`src/cfrx_pkg.sv`:
```
// Shared types, constants and the CRC-16 byte update for the command frame receiver.
package cfrx_pkg;

	localparam logic [15:0] CRC_POLY = 16'h1021;
	localparam logic [7:0] ESCAPE_RESET = 8'd47;
	localparam int TDATA_W = 56;

	// Register indexes on the configuration port.
	localparam logic REG_ESCAPE = 1'b0;

	typedef enum logic [2:0] {
		PH_HUNT,
		PH_CMD,
		PH_ADDR_HI,
		PH_ADDR_LO,
		PH_LEN,
		PH_PARAM,
		PH_CRC_HI,
		PH_CRC_LO
	} phase_t;

	typedef struct packed {
		logic        is_frame_end;
		logic [7:0]  command;
		logic [15:0] address;
		logic [8:0]  param_count;
		logic [7:0]  param_index;
		logic [7:0]  param_byte;
		logic        crc_ok;
	} result_t;

	// CRC-16 XMODEM update for one byte, MSB first.
	function automatic logic [15:0] crc_step(input logic [15:0] crc, input logic [7:0] b);
		logic [15:0] c;
		c = crc ^ {b, 8'h00};
		for (int k = 0; k < 8; k++) begin
			if (c[15]) begin
				c = {c[14:0], 1'b0} ^ CRC_POLY;
			end else begin
				c = {c[14:0], 1'b0};
			end
		end
		return c;
	endfunction

endpackage

```
`src/cfrx_regs.sv`:
```
// Configuration register file: the escape byte behind an APB-style port.
module cfrx_regs
	import cfrx_pkg::*;
(
	input  logic        clk,
	input  logic        arst_n,
	input  logic        psel,
	input  logic        penable,
	input  logic        pwrite,
	input  logic [2:0]  paddr,
	input  logic [31:0] pwdata,
	output logic [31:0] prdata,
	output logic        pready,
	output logic [7:0]  escape_byte
);

	logic [7:0] escape_q;
	logic       wr_en;

	assign pready = 1'b1;
	assign wr_en = psel & penable & pwrite & pready;

	always_ff @(posedge clk or negedge arst_n) begin
		if (!arst_n) begin
			escape_q <= ESCAPE_RESET;
		end else if (wr_en && paddr[2] == REG_ESCAPE) begin
			escape_q <= pwdata[7:0];
		end
	end

	always_comb begin
		prdata = 32'd0;
		if (paddr[2] == REG_ESCAPE) begin
			prdata = {24'd0, escape_q};
		end
	end

	assign escape_byte = escape_q;

endmodule

```
`src/cfrx_deframer.sv`:
```
// Input register, frame state machine and running CRC of the command frame receiver.
module cfrx_deframer
	import cfrx_pkg::*;
(
	input  logic       clk,
	input  logic       arst_n,
	input  logic [7:0] escape_byte,
	input  logic       in_valid,
	output logic       in_ready,
	input  logic [7:0] in_byte,
	input  logic       advance,
	output logic       res_valid,
	output result_t    res
);

	logic       valid_s1;
	logic [7:0] byte_s1;
	logic       fire;

	phase_t      phase_q, phase_d;
	logic [15:0] crc_q, crc_d;
	logic [7:0]  cmd_q, cmd_d;
	logic [15:0] addr_q, addr_d;
	logic [8:0]  count_q, count_d;
	logic [8:0]  rcvd_q, rcvd_d;
	logic [7:0]  crc_hi_q, crc_hi_d;
	logic [15:0] crc_upd;
	logic [8:0]  rcvd_inc;

	assign fire = valid_s1 & advance;
	assign in_ready = ~valid_s1 | advance;

	always_ff @(posedge clk or negedge arst_n) begin
		if (!arst_n) begin
			valid_s1 <= 1'b0;
		end else if (in_valid && in_ready) begin
			valid_s1 <= 1'b1;
		end else if (advance) begin
			valid_s1 <= 1'b0;
		end
	end

	always_ff @(posedge clk) begin
		if (in_valid && in_ready) begin
			byte_s1 <= in_byte;
		end
	end

	always_ff @(posedge clk or negedge arst_n) begin
		if (!arst_n) begin
			phase_q  <= PH_HUNT;
			crc_q    <= 16'd0;
			cmd_q    <= 8'd0;
			addr_q   <= 16'd0;
			count_q  <= 9'd0;
			rcvd_q   <= 9'd0;
			crc_hi_q <= 8'd0;
		end else if (fire) begin
			phase_q  <= phase_d;
			crc_q    <= crc_d;
			cmd_q    <= cmd_d;
			addr_q   <= addr_d;
			count_q  <= count_d;
			rcvd_q   <= rcvd_d;
			crc_hi_q <= crc_hi_d;
		end
	end

	assign crc_upd  = crc_step((phase_q == PH_HUNT) ? 16'd0 : crc_q, byte_s1);
	assign rcvd_inc = rcvd_q + 9'd1;

	always_comb begin
		phase_d   = phase_q;
		crc_d     = crc_q;
		cmd_d     = cmd_q;
		addr_d    = addr_q;
		count_d   = count_q;
		rcvd_d    = rcvd_q;
		crc_hi_d  = crc_hi_q;
		res_valid = 1'b0;
		res.is_frame_end = 1'b0;
		res.command      = cmd_q;
		res.address      = addr_q;
		res.param_count  = count_q;
		res.param_index  = 8'd0;
		res.param_byte   = 8'd0;
		res.crc_ok       = 1'b0;
		unique case (phase_q)
			PH_HUNT: begin
				crc_d = crc_upd;
				if (byte_s1 == escape_byte) begin
					phase_d = PH_CMD;
				end
			end
			PH_CMD: begin
				crc_d   = crc_upd;
				cmd_d   = byte_s1;
				phase_d = PH_ADDR_HI;
			end
			PH_ADDR_HI: begin
				crc_d   = crc_upd;
				addr_d  = {byte_s1, 8'd0};
				phase_d = PH_ADDR_LO;
			end
			PH_ADDR_LO: begin
				crc_d   = crc_upd;
				addr_d  = {addr_q[15:8], byte_s1};
				phase_d = PH_LEN;
			end
			PH_LEN: begin
				crc_d   = crc_upd;
				count_d = (byte_s1 == 8'd0) ? 9'd256 : {1'b0, byte_s1};
				rcvd_d  = 9'd0;
				phase_d = PH_PARAM;
			end
			PH_PARAM: begin
				crc_d            = crc_upd;
				res_valid        = valid_s1;
				res.param_index  = rcvd_q[7:0];
				res.param_byte   = byte_s1;
				rcvd_d           = rcvd_inc;
				if (rcvd_inc >= count_q) begin
					phase_d = PH_CRC_HI;
				end
			end
			PH_CRC_HI: begin
				crc_hi_d = byte_s1;
				phase_d  = PH_CRC_LO;
			end
			PH_CRC_LO: begin
				res_valid        = valid_s1;
				res.is_frame_end = 1'b1;
				res.crc_ok       = ({crc_hi_q, byte_s1} == crc_q);
				phase_d          = PH_HUNT;
			end
			default: begin
				phase_d = PH_HUNT;
			end
		endcase
	end

endmodule

```
`src/cfrx_out_reg.sv`:
```
// Output register that holds one result word and packs it onto the master stream.
module cfrx_out_reg
	import cfrx_pkg::*;
(
	input  logic               clk,
	input  logic               arst_n,
	input  logic               advance_en,
	input  logic               res_valid,
	input  result_t            res,
	output logic               advance,
	output logic               m_axis_tvalid,
	input  logic               m_axis_tready,
	output logic [TDATA_W-1:0] m_axis_tdata,
	output logic               m_axis_tlast
);

	logic    valid_q;
	result_t res_q;

	assign advance = ~valid_q | m_axis_tready;

	always_ff @(posedge clk or negedge arst_n) begin
		if (!arst_n) begin
			valid_q <= 1'b0;
		end else if (advance) begin
			valid_q <= advance_en & res_valid;
		end
	end

	always_ff @(posedge clk) begin
		if (advance && advance_en && res_valid) begin
			res_q <= res;
		end
	end

	assign m_axis_tvalid = valid_q;
	assign m_axis_tlast  = res_q.is_frame_end;
	assign m_axis_tdata  = {6'd0, res_q.crc_ok, res_q.param_byte, res_q.param_index,
		res_q.param_count, res_q.address, res_q.command};

endmodule

```
`src/crc_checked_command_frame_receiver.sv`:
```
// Top level of the CRC-16 checked command frame receiver.
//
//   Channel   Direction  Words                          Handshake
//   s_axis    in         one received byte              tvalid/tready
//   m_axis    out        parameter byte or frame summary tvalid/tready, tlast = frame end
//   APB       in         escape byte register at 0x0    psel/penable/pwrite, pready high
//
// Each byte is held in the input register and then moves to the output register, which
// offers any result word on the master stream. One byte is taken every cycle while the
// master stream takes words; the frame state, CRC and header registers update as the
// byte leaves the input register. A stalled master stream holds the output word and stops
// the input register, and tready on the slave side falls only when both registers are full
// and the master stream holds off. Reset clears the frame state to hunting with a zero CRC
// and sets the escape byte to 47.
module crc_checked_command_frame_receiver
	import cfrx_pkg::*;
(
	input  logic               clk,
	input  logic               arst_n,
	// Slave stream: tdata[7:0] = rx_byte.
	input  logic               s_axis_tvalid,
	output logic               s_axis_tready,
	input  logic [7:0]         s_axis_tdata,
	// Master stream: tdata[7:0] command, [23:8] address, [32:24] param_count,
	// [40:33] param_index, [48:41] param_byte, [49] crc_ok, [55:50] zero.
	output logic               m_axis_tvalid,
	input  logic               m_axis_tready,
	output logic [TDATA_W-1:0] m_axis_tdata,
	output logic               m_axis_tlast,
	// Configuration port.
	input  logic               psel,
	input  logic               penable,
	input  logic               pwrite,
	input  logic [2:0]         paddr,
	input  logic [31:0]        pwdata,
	output logic [31:0]        prdata,
	output logic               pready
);

	logic [7:0] escape_byte;
	logic       advance;
	logic       res_valid;
	result_t    res;

	cfrx_regs u_regs (
		.clk         (clk),
		.arst_n      (arst_n),
		.psel        (psel),
		.penable     (penable),
		.pwrite      (pwrite),
		.paddr       (paddr),
		.pwdata      (pwdata),
		.prdata      (prdata),
		.pready      (pready),
		.escape_byte (escape_byte)
	);

	// The deframer walks the frame phases and keeps the running CRC.
	cfrx_deframer u_deframer (
		.clk         (clk),
		.arst_n      (arst_n),
		.escape_byte (escape_byte),
		.in_valid    (s_axis_tvalid),
		.in_ready    (s_axis_tready),
		.in_byte     (s_axis_tdata),
		.advance     (advance),
		.res_valid   (res_valid),
		.res         (res)
	);

	// The output register holds a word while it waits downstream and stops the input register until it is taken.
	cfrx_out_reg u_out (
		.clk           (clk),
		.arst_n        (arst_n),
		.advance_en    (1'b1),
		.res_valid     (res_valid),
		.res           (res),
		.advance       (advance),
		.m_axis_tvalid (m_axis_tvalid),
		.m_axis_tready (m_axis_tready),
		.m_axis_tdata  (m_axis_tdata),
		.m_axis_tlast  (m_axis_tlast)
	);

endmodule

```
`config.mk`:
```
export PLATFORM = sky130hd
export DESIGN_NAME = crc_checked_command_frame_receiver
export DESIGN_NICKNAME = d
export VERILOG_FILES = /design/src/cfrx_pkg.sv /design/src/cfrx_regs.sv /design/src/cfrx_deframer.sv /design/src/cfrx_out_reg.sv /design/src/crc_checked_command_frame_receiver.sv
export SDC_FILE = /design/constraint.sdc
export NUM_CORES = 1
export LEC_CHECK = 0
export BUFFER_PORTS_ARGS = -buffer_cell sky130_fd_sc_hd__buf_2
export CAP_MARGIN = 20
export CORE_MARGIN = 3
export CORE_UTILIZATION = 48
export CTS_CLUSTER_SIZE = 24
export DETAILED_ROUTE_END_ITERATION = 6
export GPL_TIMING_DRIVEN = 0
export PLACE_DENSITY = 0.75
export SYNTH_ARGS = -nofsm -noshare
export SYNTH_HDL_FRONTEND = slang
export SYNTH_SLANG_ARGS = --single-unit
```
`constraint.sdc`:
```
create_clock -name clk -period 2.36 [get_ports clk]
set_input_delay 0.354 -clock clk [delete_from_list [all_inputs] [get_ports clk]]
set_output_delay 0.354 -clock clk [all_outputs]
set_load 0.01 [all_outputs]
```
==> flow_metrics.env <==
export IMPL_status="finished, violations left"
export IMPL_violations="setup timing"
export IMPL_vdd_drop_max_uv=626
export IMPL_critical_path_required_ps=2650
export IMPL_setup_viol=1
export IMPL_drive_gt1_share_pct=37.1
export IMPL_ys_ff_latch=138
export IMPL_cts_tree="built"
export IMPL_synthDistinctLibCells=46
export IMPL_clockBufferDepth=2
export IMPL_worstSetupPathType="flip-flop to flip-flop"
export IMPL_syn_area_sq_um=6340
export IMPL_worstPathMaxFanout=4
export IMPL_ios=142
export IMPL_fmax_mhz=402
export IMPL_routed_via_density=4.99
export IMPL_max_slew_margin_pct=51.5
export IMPL_maxCapViolCount=0
export IMPL_die_h_um=121
export IMPL_coreArea_sq_um=12800
export IMPL_first_pass_iters=5
export IMPL_drc=0
export IMPL_powerDensity_nw_per_um2=1240
export IMPL_hold_worst_slack_ps=114
export IMPL_ant_nets=0
export IMPL_slew_violations=0
export IMPL_final_cell_area_sq_um=7880
export IMPL_final_min_clock_period_ps=2490
export IMPL_ys_seq_area_share_pct=59.2
export IMPL_arrival_ps=2790
export IMPL_dp_hpwl_mm=8.81
export IMPL_rsz0062_at_grt="yes"
export IMPL_total_power_mw=9.75
export IMPL_vias=4143
export IMPL_grt_total_usage_pct=19.0
export IMPL_worst_r2r_path_depth=10
export IMPL_clk_pin_slew_ps=60
export IMPL_post_dp_cell_area_sq_um=7130
export IMPL_fin_setup_tns_ps=-130
export IMPL_die_area_sq_um=14600
export IMPL_die_x_um=121
export IMPL_yosysWarnings=0
export IMPL_cts_buffers_inserted=17
export IMPL_cp_end_kind="flip-flop"
export IMPL_antenna_cells=0
export IMPL_drt_initial_drc_count=267
export IMPL_r2r_start="u_deframer.rcvd_q[2]"
export IMPL_grt_pass1_wl_mm=21.4
export IMPL_worstMarginPinSlew_ps=727
export IMPL_period_share_pct=106
export IMPL_hp_class="input port to flip-flop"
export IMPL_gp_congestion=0.841
export IMPL_wl_mm=13.3
export IMPL_critPathLaunchType="flip-flop"
export IMPL_cts_sinks=138
export IMPL_ys_top_cells_by_count="dfrtp_1 (74), edfxtp_1 (59), nand2_1 (49), xnor2_1 (36)"
export IMPL_postSynthCellCount=500
export IMPL_first_global_vias=4189
export IMPL_grt_max_degree=62
export IMPL_leakage_nw=3.52
export IMPL_routedWlPerCell_um=16.1
export IMPL_grt_antenna_before_repair=0
export IMPL_finalHoldViolCount=0
export IMPL_ys_flop_type="dfrtp_1"
export IMPL_portBuffers=84
export IMPL_fin_nets=705
export IMPL_synth_top_area_share_pct=29.2
export IMPL_overflow=0
export IMPL_hold_path_depth=1
export IMPL_fin_skew_ps=8.31
export IMPL_reg2reg_slack_ps=-130
export IMPL_min_from="s_axis_tdata[4]"
export IMPL_yosysMostFrequentCell="dfrtp_1"
export IMPL_insertion_delay_ps=410
export IMPL_synth_area_per_cell_sq_um=12.7
export IMPL_post_place_ws_ps=-287
export IMPL_setup_slack_ps=-130
export IMPL_r2r_end="u_deframer.phase_q[0]"
export IMPL_hold_end="u_deframer.byte_s1[4]"
export IMPL_synthTopCellsByArea="dfrtp_1 (29%), edfxtp_1 (28%), mux2_2 (5.3%)"
export IMPL_cts_root_buffer="clkbuf_16"
export IMPL_syn_to_final_growth_pct=24.2
export IMPL_synth_edf_count=59
export IMPL_ctsHtreeMaxLevel=4
export IMPL_synthArstFlopShare_pct=57.2
export IMPL_initial_core_util_pct=49.7
export IMPL_yosysTopAreaCell="dfrtp_1"
export IMPL_rows=41
==> where the power goes <==
group | total (mW) | internal [mW] | leakage, nW | switching, mW
Combinational | 3.31 | 1.55 | 1.73 | 1.76
Clock | 2.59 | 1.59 | 0.272 | 1.00
Sequential | 3.86 | 3.41 | 1.52 | 0.450
==> worst max path at each step <==
stage / start / endpoint / slack (ps) / cells after the start
after global placement: u_deframer.rcvd_q[0] / u_deframer.phase_q[0] / -270 / 11
after detailed placement: u_deframer.rcvd_q[0] / u_deframer.phase_q[0] / -290 / 11
after global routing: u_deframer.rcvd_q[3] / u_deframer.phase_q[0] / -230 / 10
final: u_deframer.rcvd_q[2] / u_deframer.phase_q[0] / -130 / 10
after CTS: u_deframer.rcvd_q[0] / u_deframer.phase_q[0] / -130 / 10
after floorplan: u_deframer.rcvd_q[0] / u_deframer.phase_q[0] / -60 / 11
==> routing by layer <==
layer | vias up | global-route usage [%] | wire, um
met3 | 22 | 5.22 | 951
met2 | 158 | 34.1 | 7110
met5 | - | 0 | 0
met1 | 2026 | 22.5 | 5050
li1 | 1937 | - | -
met4 | 0 | 4.89 | 214
==> critical path: stages (launching register included) <==
cell      delay (ps)
dfrtp_1          390
and3_1           190
and3_4           180
buf_8            120
xor2_1           140
ha_1             320
a211oi_2         190
nor2_1           110
nor4b_4          320
a21oi_2          100
mux2_4           310
==> layout by cell type, fill, tap and decap left out, drive strengths merged, types with 3 or more instances in the layout <==
cell type	synthesis	final
nand2	51	51
nand4	3	3
xor2	26	26
or3	3	3
nor4	6	6
clkbuf	9	27
xnor2	39	39
clkinv	0	5
and2	18	18
and3	4	4
inv	10	10
nor2b	8	8
nor3	3	3
o21ai	33	33
buf	51	147
mux2	38	38
conb	2	31
clkinvlp	0	7
dfstp	5	5
ha	10	10
a21oi	5	5
nand3	11	11
edfxtp	59	59
a32o	6	6
nor2	13	13
dfrtp	74	74
==> timing repair <==
action | in CTS | in global routing
hold endpoints to repair | 13 | 0
setup endpoints to repair | 53 | 2
buffers inserted | 5 | 5
gates resized for setup | 6 | 8
gates cloned | 1 | 0
hold buffers | 1 | 0
pin swaps | 3 | 7
==> sequential cells by signal, indices dropped and copies added (netlist names) <==
signal and cells:
u_deframer.valid_s1 1, u_deframer.cmd_q 8, u_regs.escape_byte 8, u_deframer.crc_hi_q 8, u_deframer.rcvd_q 9, u_out.m_axis_tdata 50
u_deframer.addr_q 16, u_out.m_axis_tlast 1, u_deframer.crc_q 16, u_deframer.byte_s1 8, u_deframer.phase_q 3, u_deframer.count_q 9
u_out.m_axis_tvalid 1
==> stage by stage <==
stage | instances | util, %
3_5_place_dp | 786 | 55.8
3_3_place_gp | 785 | 55.6
4_1_cts | 825 | 61.0
5_1_grt | 830 | 61.7
2_1_floorplan | 529 | -
6_report | 830 | 61.7
==> cells by family (layout without fill, tap and decap cells) <==
family,Yosys count,after routing,share of synthesized area [%]
and+or+nand+nor,129,129,11.1
AOI/OAI and AO/OA,48,48,4.40
DFF,138,138,59.2
muxes,38,38,7.22
buffers and inverters,70,199,6.65
adders and majority gates,10,10,1.97
xor gates and xnor gates,65,65,9.33
other,2,31,0.118
==> layout make-up <==
type	count	area (sq um)
inverter	10	41.3
sequential	138	3760
clock buffer	19	443
clock inverter	13	146
timing repair inverter	1	7.51
multi-input combinational	321	2340
buffer	60	395
fill	986	4900
tap	172	215
timing repair buffer	96	536
Note: power is estimated with default switching activity, not from simulation.
